`src/hdl/fbcp_pkg.sv`:
```
`default_nettype none
// ----------------------------------------------------------------------------
// fbcp_pkg
// Types, constants and the bank locate function of the flash byte
// coalescing programmer.
// ----------------------------------------------------------------------------
package fbcp_pkg;

  localparam int PAGE_BYTES     = 2048;
  localparam int PAGES_PER_BANK = 128;
  localparam int PAGE_SHIFT     = $clog2(PAGE_BYTES);
  localparam int PAGE_IDX_W     = (PAGES_PER_BANK > 1) ? $clog2(PAGES_PER_BANK) : 1;
  localparam int MAP_SIZE       = 2 * PAGES_PER_BANK;
  localparam int MAP_IDX_W      = $clog2(MAP_SIZE);
  localparam logic [32:0] BANK_SPAN = 33'(PAGES_PER_BANK * PAGE_BYTES);

  localparam int QUEUE_DEPTH = 2;
  localparam int QPTR_W      = (QUEUE_DEPTH > 1) ? $clog2(QUEUE_DEPTH) : 1;
  localparam int QCNT_W      = $clog2(QUEUE_DEPTH + 1);

  localparam logic [31:0] BANK1_RESET = 32'h0800_0000;
  localparam logic [31:0] BANK2_RESET = 32'h0804_0000;
  localparam logic [63:0] KEY_PAIR    = {32'hCDEF_89AB, 32'h4567_0123};
  localparam logic [63:0] ERASED_WORD = 64'hFFFF_FFFF_FFFF_FFFF;

  localparam int CFG_IDX_W = 1;
  localparam logic [CFG_IDX_W-1:0] CFG_BANK1 = 1'd0;
  localparam logic [CFG_IDX_W-1:0] CFG_BANK2 = 1'd1;

  localparam logic [1:0] REQ_WRITE  = 2'd0;
  localparam logic [1:0] REQ_LOCK   = 2'd1;
  localparam logic [1:0] REQ_UNLOCK = 2'd2;

  typedef enum logic [2:0] {
    CMD_ACK     = 3'd0,
    CMD_ERASE   = 3'd1,
    CMD_PROGRAM = 3'd2,
    CMD_KEYS    = 3'd3,
    CMD_LOCK    = 3'd4
  } fbcp_cmd_e;

  typedef struct packed {
    logic [1:0]  req_type;
    logic [31:0] byte_address;
    logic [7:0]  byte_value;
  } fbcp_req_t;

  typedef struct packed {
    fbcp_cmd_e   command;
    logic        bank_select;
    logic [6:0]  page_number;
    logic [31:0] word_address;
    logic [63:0] word_data;
    logic        status;
    logic        last;
  } fbcp_res_t;

  typedef struct packed {
    logic                  do_erase;
    logic                  erase_bank;
    logic [6:0]            erase_page;
    logic                  do_program;
    logic [31:0]           prog_addr;
    logic [63:0]           prog_data;
    fbcp_cmd_e             fin_cmd;
    logic                  fin_status;
  } fbcp_job_t;

  typedef struct packed {
    logic                  hit;
    logic                  bank;
    logic [PAGE_IDX_W-1:0] page;
  } fbcp_loc_t;

  function automatic fbcp_loc_t fbcp_locate(logic [31:0] a, logic [31:0] b1,
                                            logic [31:0] b2);
    fbcp_loc_t   l;
    logic [31:0] d1;
    logic [31:0] d2;
    d1 = a - b1;
    d2 = a - b2;
    l  = '0;
    if (a >= b1 && {1'b0, d1} < BANK_SPAN) begin
      l.hit  = 1'b1;
      l.bank = 1'b0;
      l.page = d1[PAGE_SHIFT +: PAGE_IDX_W];
    end else if (a >= b2 && {1'b0, d2} < BANK_SPAN) begin
      l.hit  = 1'b1;
      l.bank = 1'b1;
      l.page = d2[PAGE_SHIFT +: PAGE_IDX_W];
    end
    return l;
  endfunction

endpackage
`default_nettype wire

```
`src/hdl/fbcp_front.sv`:
```
`default_nettype none
// ----------------------------------------------------------------------------
// fbcp_front
// Accepts requests, keeps the pending doubleword, erased map, lock flag and
// bank registers, and turns each request into one job for the back end.
// ----------------------------------------------------------------------------
module fbcp_front (
  input  wire                            clk_i,
  input  wire                            rst_ni,
  input  wire                            cfg_valid_i,
  input  wire [fbcp_pkg::CFG_IDX_W-1:0]  cfg_index_i,
  input  wire [31:0]                     cfg_data_i,
  input  wire                            accept_i,
  input  fbcp_pkg::fbcp_req_t            req_i,
  output fbcp_pkg::fbcp_job_t            job_o
);
  import fbcp_pkg::*;

  logic [31:0]          bank1_q, bank1_d;
  logic [31:0]          bank2_q, bank2_d;
  logic [63:0]          pend_data_q, pend_data_d;
  logic [7:0]           pend_mask_q, pend_mask_d;
  logic [28:0]          pend_widx_q, pend_widx_d;
  logic                 pend_valid_q, pend_valid_d;
  logic [MAP_SIZE-1:0]  map_q, map_d;
  logic                 locked_q, locked_d;

  fbcp_loc_t            loc_a, loc_o, loc_n, flush_loc;
  logic [31:0]          old_addr, new_addr, flush_addr;
  logic [63:0]          flush_data, base_data, merged_data, byte_mask;
  logic [7:0]           base_mask, merged_mask;
  logic [5:0]           shift;
  logic                 diff, flush_en;
  logic [MAP_IDX_W-1:0] map_idx;
  fbcp_job_t            job;

  assign old_addr = {pend_widx_q, 3'b000};
  assign new_addr = {req_i.byte_address[31:3], 3'b000};
  assign loc_a    = fbcp_locate(req_i.byte_address, bank1_q, bank2_q);
  assign loc_o    = fbcp_locate(old_addr, bank1_q, bank2_q);
  assign loc_n    = fbcp_locate(new_addr, bank1_q, bank2_q);

  assign diff        = pend_valid_q && (req_i.byte_address[31:3] != pend_widx_q);
  assign base_data   = diff ? ERASED_WORD : pend_data_q;
  assign base_mask   = diff ? 8'h00 : pend_mask_q;
  assign shift       = {req_i.byte_address[2:0], 3'b000};
  assign byte_mask   = 64'hFF << shift;
  assign merged_data = (base_data & ~byte_mask) | (64'(req_i.byte_value) << shift);
  assign merged_mask = base_mask | (8'h01 << req_i.byte_address[2:0]);

  always_comb begin
    bank1_d      = bank1_q;
    bank2_d      = bank2_q;
    pend_data_d  = pend_data_q;
    pend_mask_d  = pend_mask_q;
    pend_widx_d  = pend_widx_q;
    pend_valid_d = pend_valid_q;
    map_d        = map_q;
    locked_d     = locked_q;
    job          = '0;
    job.fin_cmd  = CMD_ACK;
    flush_en     = 1'b0;
    flush_addr   = old_addr;
    flush_data   = pend_data_q;
    flush_loc    = loc_o;

    if (cfg_valid_i) begin
      case (cfg_index_i)
        CFG_BANK1: bank1_d = cfg_data_i;
        CFG_BANK2: bank2_d = cfg_data_i;
        default: ;
      endcase
    end

    case (req_i.req_type)
      REQ_WRITE: begin
        if (!loc_a.hit) begin
          job.fin_status = 1'b1;
        end else begin
          if (diff) begin
            flush_en = 1'b1;
          end
          if (merged_mask == 8'hFF) begin
            flush_en     = 1'b1;
            flush_addr   = new_addr;
            flush_data   = merged_data;
            flush_loc    = loc_n;
            pend_data_d  = ERASED_WORD;
            pend_mask_d  = '0;
            pend_widx_d  = '0;
            pend_valid_d = 1'b0;
          end else begin
            pend_data_d  = merged_data;
            pend_mask_d  = merged_mask;
            pend_widx_d  = req_i.byte_address[31:3];
            pend_valid_d = 1'b1;
          end
        end
      end
      REQ_LOCK: begin
        if (!locked_q) begin
          flush_en     = pend_valid_q;
          pend_data_d  = ERASED_WORD;
          pend_mask_d  = '0;
          pend_widx_d  = '0;
          pend_valid_d = 1'b0;
          locked_d     = 1'b1;
          job.fin_cmd  = CMD_LOCK;
        end
      end
      REQ_UNLOCK: begin
        map_d        = '0;
        pend_data_d  = ERASED_WORD;
        pend_mask_d  = '0;
        pend_widx_d  = '0;
        pend_valid_d = 1'b0;
        locked_d     = 1'b0;
        job.fin_cmd  = locked_q ? CMD_KEYS : CMD_ACK;
      end
      default: ;
    endcase

    map_idx = MAP_IDX_W'(flush_loc.bank ? PAGES_PER_BANK : 0) + MAP_IDX_W'(flush_loc.page);
    if (flush_en) begin
      job.do_program = 1'b1;
      job.prog_addr  = flush_addr;
      job.prog_data  = flush_data;
      if (flush_loc.hit && !map_q[map_idx]) begin
        job.do_erase   = 1'b1;
        job.erase_bank = flush_loc.bank;
        job.erase_page = 7'(flush_loc.page);
        map_d[map_idx] = 1'b1;
      end
    end
  end

  assign job_o = job;

  always_ff @(posedge clk_i or negedge rst_ni) begin
    if (!rst_ni) begin
      bank1_q      <= BANK1_RESET;
      bank2_q      <= BANK2_RESET;
      pend_data_q  <= ERASED_WORD;
      pend_mask_q  <= '0;
      pend_widx_q  <= '0;
      pend_valid_q <= 1'b0;
      map_q        <= '0;
      locked_q     <= 1'b1;
    end else begin
      bank1_q <= bank1_d;
      bank2_q <= bank2_d;
      if (accept_i) begin
        pend_data_q  <= pend_data_d;
        pend_mask_q  <= pend_mask_d;
        pend_widx_q  <= pend_widx_d;
        pend_valid_q <= pend_valid_d;
        map_q        <= map_d;
        locked_q     <= locked_d;
      end
    end
  end

endmodule
`default_nettype wire

```
`src/hdl/fbcp_queue.sv`:
```
`default_nettype none
// ----------------------------------------------------------------------------
// fbcp_queue
// Short job queue between the front end and the command sequencer.
// ----------------------------------------------------------------------------
module fbcp_queue (
  input  wire                  clk_i,
  input  wire                  rst_ni,
  input  wire                  push_i,
  input  fbcp_pkg::fbcp_job_t  push_job_i,
  input  wire                  pop_i,
  output fbcp_pkg::fbcp_job_t  head_o,
  output logic                 empty_o,
  output logic                 full_o
);
  import fbcp_pkg::*;

  fbcp_job_t          mem_q [QUEUE_DEPTH];
  logic [QPTR_W-1:0]  wr_ptr_q, wr_ptr_d;
  logic [QPTR_W-1:0]  rd_ptr_q, rd_ptr_d;
  logic [QCNT_W-1:0]  count_q, count_d;

  assign empty_o = (count_q == '0);
  assign full_o  = (count_q == QCNT_W'(QUEUE_DEPTH));
  assign head_o  = mem_q[rd_ptr_q];

  always_comb begin
    wr_ptr_d = wr_ptr_q;
    rd_ptr_d = rd_ptr_q;
    count_d  = count_q;
    if (push_i) begin
      wr_ptr_d = (wr_ptr_q == QPTR_W'(QUEUE_DEPTH - 1)) ? '0 : wr_ptr_q + 1'b1;
    end
    if (pop_i) begin
      rd_ptr_d = (rd_ptr_q == QPTR_W'(QUEUE_DEPTH - 1)) ? '0 : rd_ptr_q + 1'b1;
    end
    if (push_i && !pop_i) begin
      count_d = count_q + 1'b1;
    end else if (pop_i && !push_i) begin
      count_d = count_q - 1'b1;
    end
  end

  always_ff @(posedge clk_i or negedge rst_ni) begin
    if (!rst_ni) begin
      wr_ptr_q <= '0;
      rd_ptr_q <= '0;
      count_q  <= '0;
    end else begin
      wr_ptr_q <= wr_ptr_d;
      rd_ptr_q <= rd_ptr_d;
      count_q  <= count_d;
    end
  end

  always_ff @(posedge clk_i) begin
    if (push_i) begin
      mem_q[wr_ptr_q] <= push_job_i;
    end
  end

endmodule
`default_nettype wire

```
`src/hdl/fbcp_back.sv`:
```
`default_nettype none
// ----------------------------------------------------------------------------
// fbcp_back
// Command sequencer: expands the head job into erase, program and final
// commands into the output register, one per cycle while not stalled.
// ----------------------------------------------------------------------------
module fbcp_back (
  input  wire                  clk_i,
  input  wire                  rst_ni,
  input  fbcp_pkg::fbcp_job_t  head_i,
  input  wire                  empty_i,
  output logic                 pop_o,
  output logic                 out_valid_o,
  input  wire                  out_stall_i,
  output fbcp_pkg::fbcp_res_t  out_res_o
);
  import fbcp_pkg::*;

  typedef enum logic [1:0] {
    ST_ERASE,
    ST_PROGRAM,
    ST_FINAL
  } step_e;

  step_e     step_q, step_d, cur;
  logic      out_valid_q, out_valid_d;
  fbcp_res_t out_q, out_d;
  logic      load;

  assign load = !out_valid_q || !out_stall_i;

  always_comb begin
    cur = step_q;
    if (cur == ST_ERASE && !head_i.do_erase) begin
      cur = ST_PROGRAM;
    end
    if (cur == ST_PROGRAM && !head_i.do_program) begin
      cur = ST_FINAL;
    end

    step_d      = step_q;
    out_valid_d = out_valid_q;
    out_d       = out_q;
    pop_o       = 1'b0;

    if (load) begin
      out_valid_d = !empty_i;
      if (!empty_i) begin
        out_d = '0;
        case (cur)
          ST_ERASE: begin
            out_d.command     = CMD_ERASE;
            out_d.bank_select = head_i.erase_bank;
            out_d.page_number = head_i.erase_page;
            step_d            = ST_PROGRAM;
          end
          ST_PROGRAM: begin
            out_d.command      = CMD_PROGRAM;
            out_d.word_address = head_i.prog_addr;
            out_d.word_data    = head_i.prog_data;
            step_d             = ST_FINAL;
          end
          default: begin
            out_d.command   = head_i.fin_cmd;
            out_d.status    = head_i.fin_status;
            out_d.word_data = (head_i.fin_cmd == CMD_KEYS) ? KEY_PAIR : '0;
            out_d.last      = 1'b1;
            step_d          = ST_ERASE;
            pop_o           = 1'b1;
          end
        endcase
      end
    end
  end

  always_ff @(posedge clk_i or negedge rst_ni) begin
    if (!rst_ni) begin
      step_q      <= ST_ERASE;
      out_valid_q <= 1'b0;
      out_q       <= '0;
    end else begin
      step_q      <= step_d;
      out_valid_q <= out_valid_d;
      out_q       <= out_d;
    end
  end

  assign out_valid_o = out_valid_q;
  assign out_res_o   = out_q;

endmodule
`default_nettype wire

```
`src/hdl/flash_byte_coalescing_programmer_unit.sv`:
```
`default_nettype none
// Path: accepted requests are queued; their commands leave an output register.
// Throughput: a request yields one to three commands, one per cycle from the
// command sequencer while the output is not stalled; the front end takes a
// request every cycle while the two-entry job queue has room.
// Reset: bank bases to their defaults, pending word and erased map cleared,
// flash locked; no clearing pass, requests are taken right after reset.
// ----------------------------------------------------------------------------
// flash_byte_coalescing_programmer_unit
// Collects byte writes into doublewords and issues erase, program, unlock
// and lock commands for the flash controller.
// ----------------------------------------------------------------------------
module flash_byte_coalescing_programmer_unit (
  input  wire                            clk_i,
  input  wire                            rst_ni,
  input  wire                            cfg_valid_i,
  output logic                           cfg_ready_o,
  input  wire [fbcp_pkg::CFG_IDX_W-1:0]  cfg_index_i,
  input  wire [31:0]                     cfg_data_i,
  input  wire                            in_valid_i,
  output logic                           in_stall_o,
  input  fbcp_pkg::fbcp_req_t            in_req_i,
  output logic                           out_valid_o,
  input  wire                            out_stall_i,
  output fbcp_pkg::fbcp_res_t            out_res_o
);
  import fbcp_pkg::*;

  fbcp_job_t front_job, head_job;
  logic      accept, q_empty, q_full, pop;

  assign cfg_ready_o = 1'b1;
  assign in_stall_o  = q_full;
  assign accept      = in_valid_i && !q_full;

  fbcp_front u_front (
    .clk_i       (clk_i),
    .rst_ni      (rst_ni),
    .cfg_valid_i (cfg_valid_i),
    .cfg_index_i (cfg_index_i),
    .cfg_data_i  (cfg_data_i),
    .accept_i    (accept),
    .req_i       (in_req_i),
    .job_o       (front_job)
  );

  fbcp_queue u_queue (
    .clk_i      (clk_i),
    .rst_ni     (rst_ni),
    .push_i     (accept),
    .push_job_i (front_job),
    .pop_i      (pop),
    .head_o     (head_job),
    .empty_o    (q_empty),
    .full_o     (q_full)
  );

  fbcp_back u_back (
    .clk_i       (clk_i),
    .rst_ni      (rst_ni),
    .head_i      (head_job),
    .empty_i     (q_empty),
    .pop_o       (pop),
    .out_valid_o (out_valid_o),
    .out_stall_i (out_stall_i),
    .out_res_o   (out_res_o)
  );

endmodule
`default_nettype wire

```
`config.mk`:
```
export PLATFORM = sky130hd
export DESIGN_NAME = flash_byte_coalescing_programmer_unit
export DESIGN_NICKNAME = d
export VERILOG_FILES = /design/src/hdl/fbcp_pkg.sv /design/src/hdl/fbcp_front.sv /design/src/hdl/fbcp_queue.sv /design/src/hdl/fbcp_back.sv /design/src/hdl/flash_byte_coalescing_programmer_unit.sv
export SDC_FILE = /design/constraint.sdc
export NUM_CORES = 2
export LEC_CHECK = 0
export ABC_AREA = 1
export ABC_CLOCK_PERIOD_IN_PS = 16239
export BUFFER_PORTS_ARGS = -buffer_cell sky130_fd_sc_hd__buf_2
export CORE_MARGIN = 2
export CORE_UTILIZATION = 40
export DETAILED_ROUTE_END_ITERATION = 12
export GPL_TIMING_DRIVEN = 0
export MAX_ROUTING_LAYER = met4
export PLACE_DENSITY_LB_ADDON = 0.3
export SLEW_MARGIN = 20
export SYNTH_ARGS = -nofsm -noshare
export SYNTH_HDL_FRONTEND = slang
export SYNTH_SLANG_ARGS = --single-unit
```
`constraint.sdc`:
```
create_clock -name clk_i -period 16.24 [get_ports clk_i]
set_clock_uncertainty 0.1 [all_clocks]
set_input_delay 2.436 -clock clk_i [delete_from_list [all_inputs] [get_ports clk_i]]
set_output_delay 2.436 -clock clk_i [all_outputs]
set_load 0.005 [all_outputs]
```
Yosys cells after proc, flatten, opt, wreduce, memory -nomap -nowiden
Memories as Yosys holds them, arrays and structs flattened.
Cells that the tools add are included.
{ "word_totals": {"word_cells": 175, "memories": 1, "inputBits": 80, "ramBits": 220, "output_inout_bits": 112, "register_bits": 539} }
{ "op_classes": {"order_cmp": 14, "mux": 72, "shifts": 3, "bitwise_logic": 7, "n_reduce_logical": 37, "n_eq_ne": 10, "add_sub_neg": 11} }
{ "mem_list": {"columns": ["name", "depth", "width", "rd", "rd_ports_with_merged_regs", "wr", "line", "rtl"], "rows": [
  ["u_queue.mem_q", 2, 110, 1, 0, 1, "fbcp_queue.sv:18", "fbcp_job_t mem_q [QUEUE_DEPTH];"]
]} }
{ "op_table": {"columns": ["operator", "n"], "rows": [
  ["two-way mux 256 bit", 3],
  ["two-way mux 64 bit", 8],
  ["bitwise OR 256 bit", 1],
  [">= comparator 32 bit", 6],
  ["< comparator 32 x 19 -> 1 bit (second input constant)", 6],
  ["case mux 64 bit (3 select lines)", 1],
  ["subtractor 32 bit", 6],
  ["two-way mux 32 bit", 4],
  ["case mux 64 bit (2 select lines)", 1],
  ["two-way mux 106 bit", 1],
  ["two-way mux 9 bit", 10],
  ["two-way mux 29 bit", 3],
  ["case mux 29 bit (3 select lines)", 1],
  ["AND 64 bit", 1],
  ["inverter 64 bit", 1],
  ["bitwise OR 64 bit", 1],
  ["left shift 8 x 6 -> 64 bit", 1],
  ["left shift 8 x 6 -> 64 bit (first input constant)", 1],
  ["two-way mux 8 bit", 6],
  ["!= test 29 bit", 1],
  ["case mux 8 bit (3 select lines)", 1],
  ["two-way mux 1 bit", 18],
  ["logical AND 1 bit", 14],
  ["two-way mux 2 bit", 6],
  ["other kinds (30)", 52]
]} }

Longest topological paths before layout
{ "depth": {"depth_word": 17, "ltp_mapped": 39, "depth_no_buf": 36} }

Cells and area by module
From an unflattened synthesis, not the netlist that was laid out.
{ "hier_totals": {"hier_cells": 6760, "area_unflattened_um2": 47508.1} }
{ "modules_own_cells": {"columns": ["module", "instances", "seq_area_each_um2", "area_per_inst_um2", "cells_each"], "rows": [
  ["fbcp_front", 1, 10670.2, 34728.3, 5899],
  ["fbcp_queue", 1, 6706.4, 8174.1, 367],
  ["fbcp_back", 1, 2802.7, 4584.4, 490],
  ["flash_byte_coalescing_programmer_unit", 1, 0.0, 21.3, 4]
]} }

Worst setup path after synthesis
OpenSTA, ideal clock, no wires.
{ "synth_timing": {"kind": "input port to flip-flop", "startpoint": "input in_valid_i", "endpoint": "memory u_queue.mem_q[1][0] in the netlist's numbering (enable)", "required_ns": 15.566, "path_buffers": 0, "setup_ns": 0.574, "stages": 2, "slack_ns": 8.526, "t_arrival_ns": 7.040, "cell_sequence": "o21ai_0 nor2_1"} }
{ "synth_between": {"elab_chain_cells": 3} }
{ "synth_rtl": {"columns": ["element", "line", "rtl"], "rows": [
  ["from (decl)", "flash_byte_coalescing_programmer_unit.sv:20", "input wire in_valid_i,"],
  ["logical AND 1 bit", "flash_byte_coalescing_programmer_unit.sv:34", "assign accept = in_valid_i && !q_full;"],
  ["two-way mux 1 bit", "fbcp_queue.sv:57", "if (push_i) begin"],
  ["two-way mux 1 bit (not written as such)", "fbcp_queue.sv:58", "mem_q[wr_ptr_q] <= push_job_i;"],
  ["to (decl)", "fbcp_queue.sv:18", null]
]} }
Every way passes these cells.

==> flow_results.xml <==
<?xml version="1.0" encoding="UTF-8"?>
<metrics>
  <group name="yosys">
    <metric name="ys.flop_type" unit="">sky130_fd_sc_hd__dfrtp_1</metric>
    <metric name="fraction_of_synthesized_area_in_multiplexers" unit="%">1.51</metric>
    <metric name="synth_simple_gate_area_share" unit="%">34.3</metric>
    <metric name="synthesis.area" unit="sq um">46300</metric>
    <metric name="synth.yosys.seq_area_share" unit="%">42.9</metric>
    <metric name="ys.warnings.count" unit="">0</metric>
    <metric name="synth_edf_count" unit="">212</metric>
    <metric name="synth.distinct_cells" unit="">53</metric>
    <metric name="syn_inst" unit="">6678</metric>
    <metric name="synth_compound_area_share" unit="%">7.20</metric>
    <metric name="yosys.area_share.xor_xnor" unit="%">1.00</metric>
    <metric name="synth-seq-cells" unit="">748</metric>
    <metric name="combinational_family_with_the_most_area_after_synthesis" unit="">simple AND/OR/NAND/NOR gates</metric>
    <metric name="adder_and_majority_gate_portion_of_the_synthesized_area" unit="%">3.43</metric>
    <metric name="ys_async_sr_fraction" unit="%">71.7</metric>
    <metric name="postSynthAreaPerCell" unit="sq um">6.93</metric>
  </group>
  <group name="worst_setup_path">
    <metric name="worst_setup_path_end_kind" unit="">register</metric>
    <metric name="critical_path_peak_fanout" unit="">10</metric>
    <metric name="cp.buffers_inverters" unit="">3</metric>
    <metric name="data_arrival_at_the_endpoint_of_the_critical_path" unit="ns">8.83</metric>
    <metric name="critPathSlowestCell" unit="">sky130_fd_sc_hd__nor2_1</metric>
    <metric name="worst_path_largest_cell_delay" unit="ns">0.75</metric>
    <metric name="criticalPathCategory" unit="">in -&gt; reg</metric>
    <metric name="start_kind" unit="">input pin</metric>
    <metric name="kind_of_cell_with_the_highest_combined_delay_on_the_critical_path" unit="">simple AND/OR/NAND/NOR gates</metric>
    <metric name="required" unit="ns">16.54</metric>
    <metric name="critical-path-top-cell-by-count" unit="">sky130_fd_sc_hd__nor2_1</metric>
  </group>
  <group name="global_route">
    <metric name="first_pass_grt_wire_length" unit="microns">252000</metric>
    <metric name="grt_start_max_net_pins" unit="">92</metric>
    <metric name="grt.total_usage" unit="%">29.0</metric>
    <metric name="globalRouteMet2Util" unit="%">43.7</metric>
    <metric name="vias_in_the_first_global_route" unit="">42100</metric>
    <metric name="grt.busiest_layer" unit="">met2</metric>
    <metric name="grt_use_met3" unit="%">5.57</metric>
    <metric name="grt_use_met1" unit="%">38.4</metric>
    <metric name="grt_antenna_before_repair" unit="">3</metric>
    <metric name="grt_remaining_overflow" unit="">0</metric>
  </group>
  <group name="sta">
    <metric name="hold_viol" unit="">0</metric>
    <metric name="maxSlewViolCount" unit="">0</metric>
    <metric name="rsz0062_at_grt" unit="">no</metric>
    <metric name="slew_headroom" unit="%">16.8</metric>
    <metric name="achievable-frequency" unit="MHz">117</metric>
    <metric name="setup_total_negative_slack" unit="ns">0</metric>
    <metric name="report.final.setup_viol" unit="">0</metric>
    <metric name="post-route-min-period" unit="ns">8.53</metric>
    <metric name="timing_worst_slew_pin_value" unit="ns">1.25</metric>
    <metric name="fin_crit_sh" unit="%">52.5</metric>
  </group>
  <group name="power_and_ir_drop">
    <metric name="netSwitchingPower" unit="mW">2.84</metric>
    <metric name="swShare" unit="%">39.9</metric>
    <metric name="p_int" unit="mW">4.28</metric>
    <metric name="share_seq_of_total_power" unit="%">35.2</metric>
    <metric name="power.share.combinational" unit="%">36.0</metric>
    <metric name="power_frac_clock" unit="%">28.7</metric>
    <metric name="total_power_per_unit_cell_area" unit="nW/um^2">136</metric>
    <metric name="static-leakage-power" unit="nW">28.4</metric>
    <metric name="vdd.ir_drop.worst" unit="mV">0.0962</metric>
  </group>
  <group name="outcome">
    <metric name="run_status" unit="">finished clean</metric>
  </group>
  <group name="routing">
    <metric name="detailedRoute.firstPassIterationCount" unit="">8</metric>
    <metric name="wl_per_cell" unit="microns">19.9</metric>
    <metric name="route.final.wire_length" unit="microns">170000</metric>
    <metric name="initialDrtViolationCount" unit="">4842</metric>
    <metric name="vias" unit="">45200</metric>
    <metric name="postRouteAntennaNets" unit="">0</metric>
    <metric name="drc" unit="">0</metric>
    <metric name="post_drt_via_cell_ratio" unit="">5.28</metric>
  </group>
  <group name="placed_design">
    <metric name="io_buffers" unit="">187</metric>
    <metric name="place.gp.congestion" unit="">1.05</metric>
    <metric name="placedInstanceArea" unit="sq um">49500</metric>
    <metric name="detailedPlacementHpwl" unit="microns">127000</metric>
  </group>
  <group name="clock_network">
    <metric name="path_clk_slew" unit="ns">0.06</metric>
    <metric name="cts-resized-gates" unit="">0</metric>
    <metric name="tritoncts.num_buffers" unit="">85</metric>
    <metric name="worstSkewPairLatency" unit="ns">0.71</metric>
    <metric name="cts_root_buf" unit="">sky130_fd_sc_hd__clkbuf_16</metric>
    <metric name="clock_sinks" unit="">748</metric>
    <metric name="cts_setup_buffers" unit="">0</metric>
    <metric name="cts_tree" unit="">yes</metric>
    <metric name="cts_max_level" unit="">3</metric>
    <metric name="cts-root-to-sink-buffers" unit="">3</metric>
    <metric name="holdBufCountCts" unit="">0</metric>
  </group>
  <group name="run">
    <metric name="cap_viol_max_count" unit="">0</metric>
  </group>
  <group name="floorplanning">
    <metric name="placement_rows" unit="">124</metric>
    <metric name="die_area" unit="sq um">118000</metric>
    <metric name="die_y" unit="microns">344</metric>
    <metric name="io_pins" unit="">192</metric>
    <metric name="initial_utilization" unit="%">40.4</metric>
    <metric name="floorplan.core_area" unit="sq um">115000</metric>
    <metric name="die-width" unit="microns">344</metric>
  </group>
  <group name="layout">
    <metric name="layout_commonest_cell" unit="">sky130_fd_sc_hd__nand2_1</metric>
    <metric name="finalNetCount" unit="">7175</metric>
    <metric name="most-common-layout-cells" unit="">sky130_fd_sc_hd__nand2_1 (2,703), sky130_fd_sc_hd__inv_1 (817), sky130_fd_sc_hd__nor2_1 (613)</metric>
    <metric name="drive_gt1_share" unit="%">7.67</metric>
    <metric name="area.growth.synth_to_final" unit="%">13.4</metric>
    <metric name="fin_area" unit="sq um">52500</metric>
  </group>
  <group name="worst_hold_path">
    <metric name="holdCritPathClass" unit="">reg -&gt; reg</metric>
  </group>
</metrics>
power by group through the flow:
| stage | sequential, mW | combinational [mW] | clock [mW] |
|---|---|---|---|
| after floorplan | 2.47 | 1.65 | 0 |
| after global placement | 2.56 | 2.47 | 0 |
| after detailed placement | 2.53 | 2.53 | 0 |
| after CTS | 2.50 | 2.54 | 2.07 |
| after global routing | 2.53 | 2.86 | 2.14 |
| final | 2.51 | 2.57 | 2.04 |
per-stage QoR:
stage / hold WS [ns] / std cells / power (mW) / utilization (%) / setup slack (ns)
floorplan: 0.349 / 6680 / 4.13 / - / 8.53
finish: 0.378 / 8552 / 7.12 / 45.9 / 7.71
global placement: 0.361 / 8379 / 5.03 / 42.9 / 0.666
detailed placement: 0.365 / 8393 / 5.06 / 43.2 / 7.33
global route: 0.391 / 8550 / 7.54 / 45.9 / 7.83
CTS: 0.381 / 8548 / 7.11 / 45.8 / 8.05
cell usage after synthesis (45+ instances only):
master                     count  area [sq um]
sky130_fd_sc_hd__mux2i_1      70           701
sky130_fd_sc_hd__o21ai_0     344          1720
sky130_fd_sc_hd__dfstp_2      68          1790
sky130_fd_sc_hd__dfrtp_1     468         11700
sky130_fd_sc_hd__ha_1        127          1590
sky130_fd_sc_hd__nand3_1     541          2710
sky130_fd_sc_hd__a22oi_1      64           480
sky130_fd_sc_hd__edfxtp_1    212          6370
sky130_fd_sc_hd__nor2_1      615          2310
sky130_fd_sc_hd__inv_1       817          3070
sky130_fd_sc_hd__a21oi_1      76           380
sky130_fd_sc_hd__clkbuf_1    181           679
sky130_fd_sc_hd__nand2_1    2703         10100
sky130_fd_sc_hd__buf_2        45           225
worst register-to-register path, delay by kind of cell (launching register included):
kind	cells	cell delay [ns]
compound gates	5	1.57
simple gates	20	3.65
buf+inv	3	0.69
fa+ha+maj	1	0.42
flops	1	0.38
cells by family (layout without fill, tap and decap cells):
kind of cell | count (synthesis) | in the layout
buffers and inverters | 1117 | 1473
flip-flops | 748 | 748
AND/OR/NAND/NOR | 3976 | 3976
other | 2 | 8
adder cells (fa/ha/maj) | 127 | 127
XOR/XNOR | 53 | 53
multiplexers | 70 | 70
AO/OA/AOI/OAI | 585 | 585
state kept, by name, summed over array words and instances, names as in the netlist:
| signal | cells |
|---|---|
| u_queue.rd_ptr_q | 1 |
| u_back.out_valid_o | 1 |
| u_front.pend_mask_q | 8 |
| u_front.bank2_q | 32 |
| u_front.pend_widx_q | 29 |
| u_front.pend_data_q | 64 |
| u_front.pend_valid_q | 1 |
| u_queue.mem_q | 212 |
| u_front.map_q | 256 |
| u_back.step_q | 2 |
| u_front.locked_q | 1 |
| u_back.out_res_o | 106 |
| u_queue.wr_ptr_q | 1 |
| u_front.bank1_q | 32 |
| u_queue.count_q | 2 |
metal layers:
layer  share of wire [%]  up-vias
met3                 9.4      466
met1                  43    21100
met5                   0        -
li1                    -    21600
met2                  44     2071
met4                 4.4        0
final cells by class:
class,count,area [sq um]
Inverter,828,3110
Clock inverter,40,613
Buffer,289,1330
Fill cell,11800,62000
Clock buffer,115,2360
Timing Repair Buffer,201,1290
Tap cell,1512,1890
Sequential cell,748,19900
Antenna cell,4,10.0
Multi-Input combinational cell,4815,22000
worst paths after layout:
check / startpoint / end / slack [ns] / cells after the start
max: in_req_i[31] / u_queue.mem_q[0][102] / 7.71 / 29
min: u_front.map_q[123] / u_front.map_q[123] / 0.38 / 2
max reg2reg: u_front.bank2_q[23] / u_queue.mem_q[0][102] / 9.13 / 29
min reg2reg: u_front.map_q[123] / u_front.map_q[123] / 0.38 / 2
max in group asynchronous: rst_ni / u_front.map_q[215] / 12.44 / 5
min in group asynchronous: rst_ni / u_front.bank1_q[0] / 1.54 / 1
Note: power is estimated with default switching activity, not from simulation.
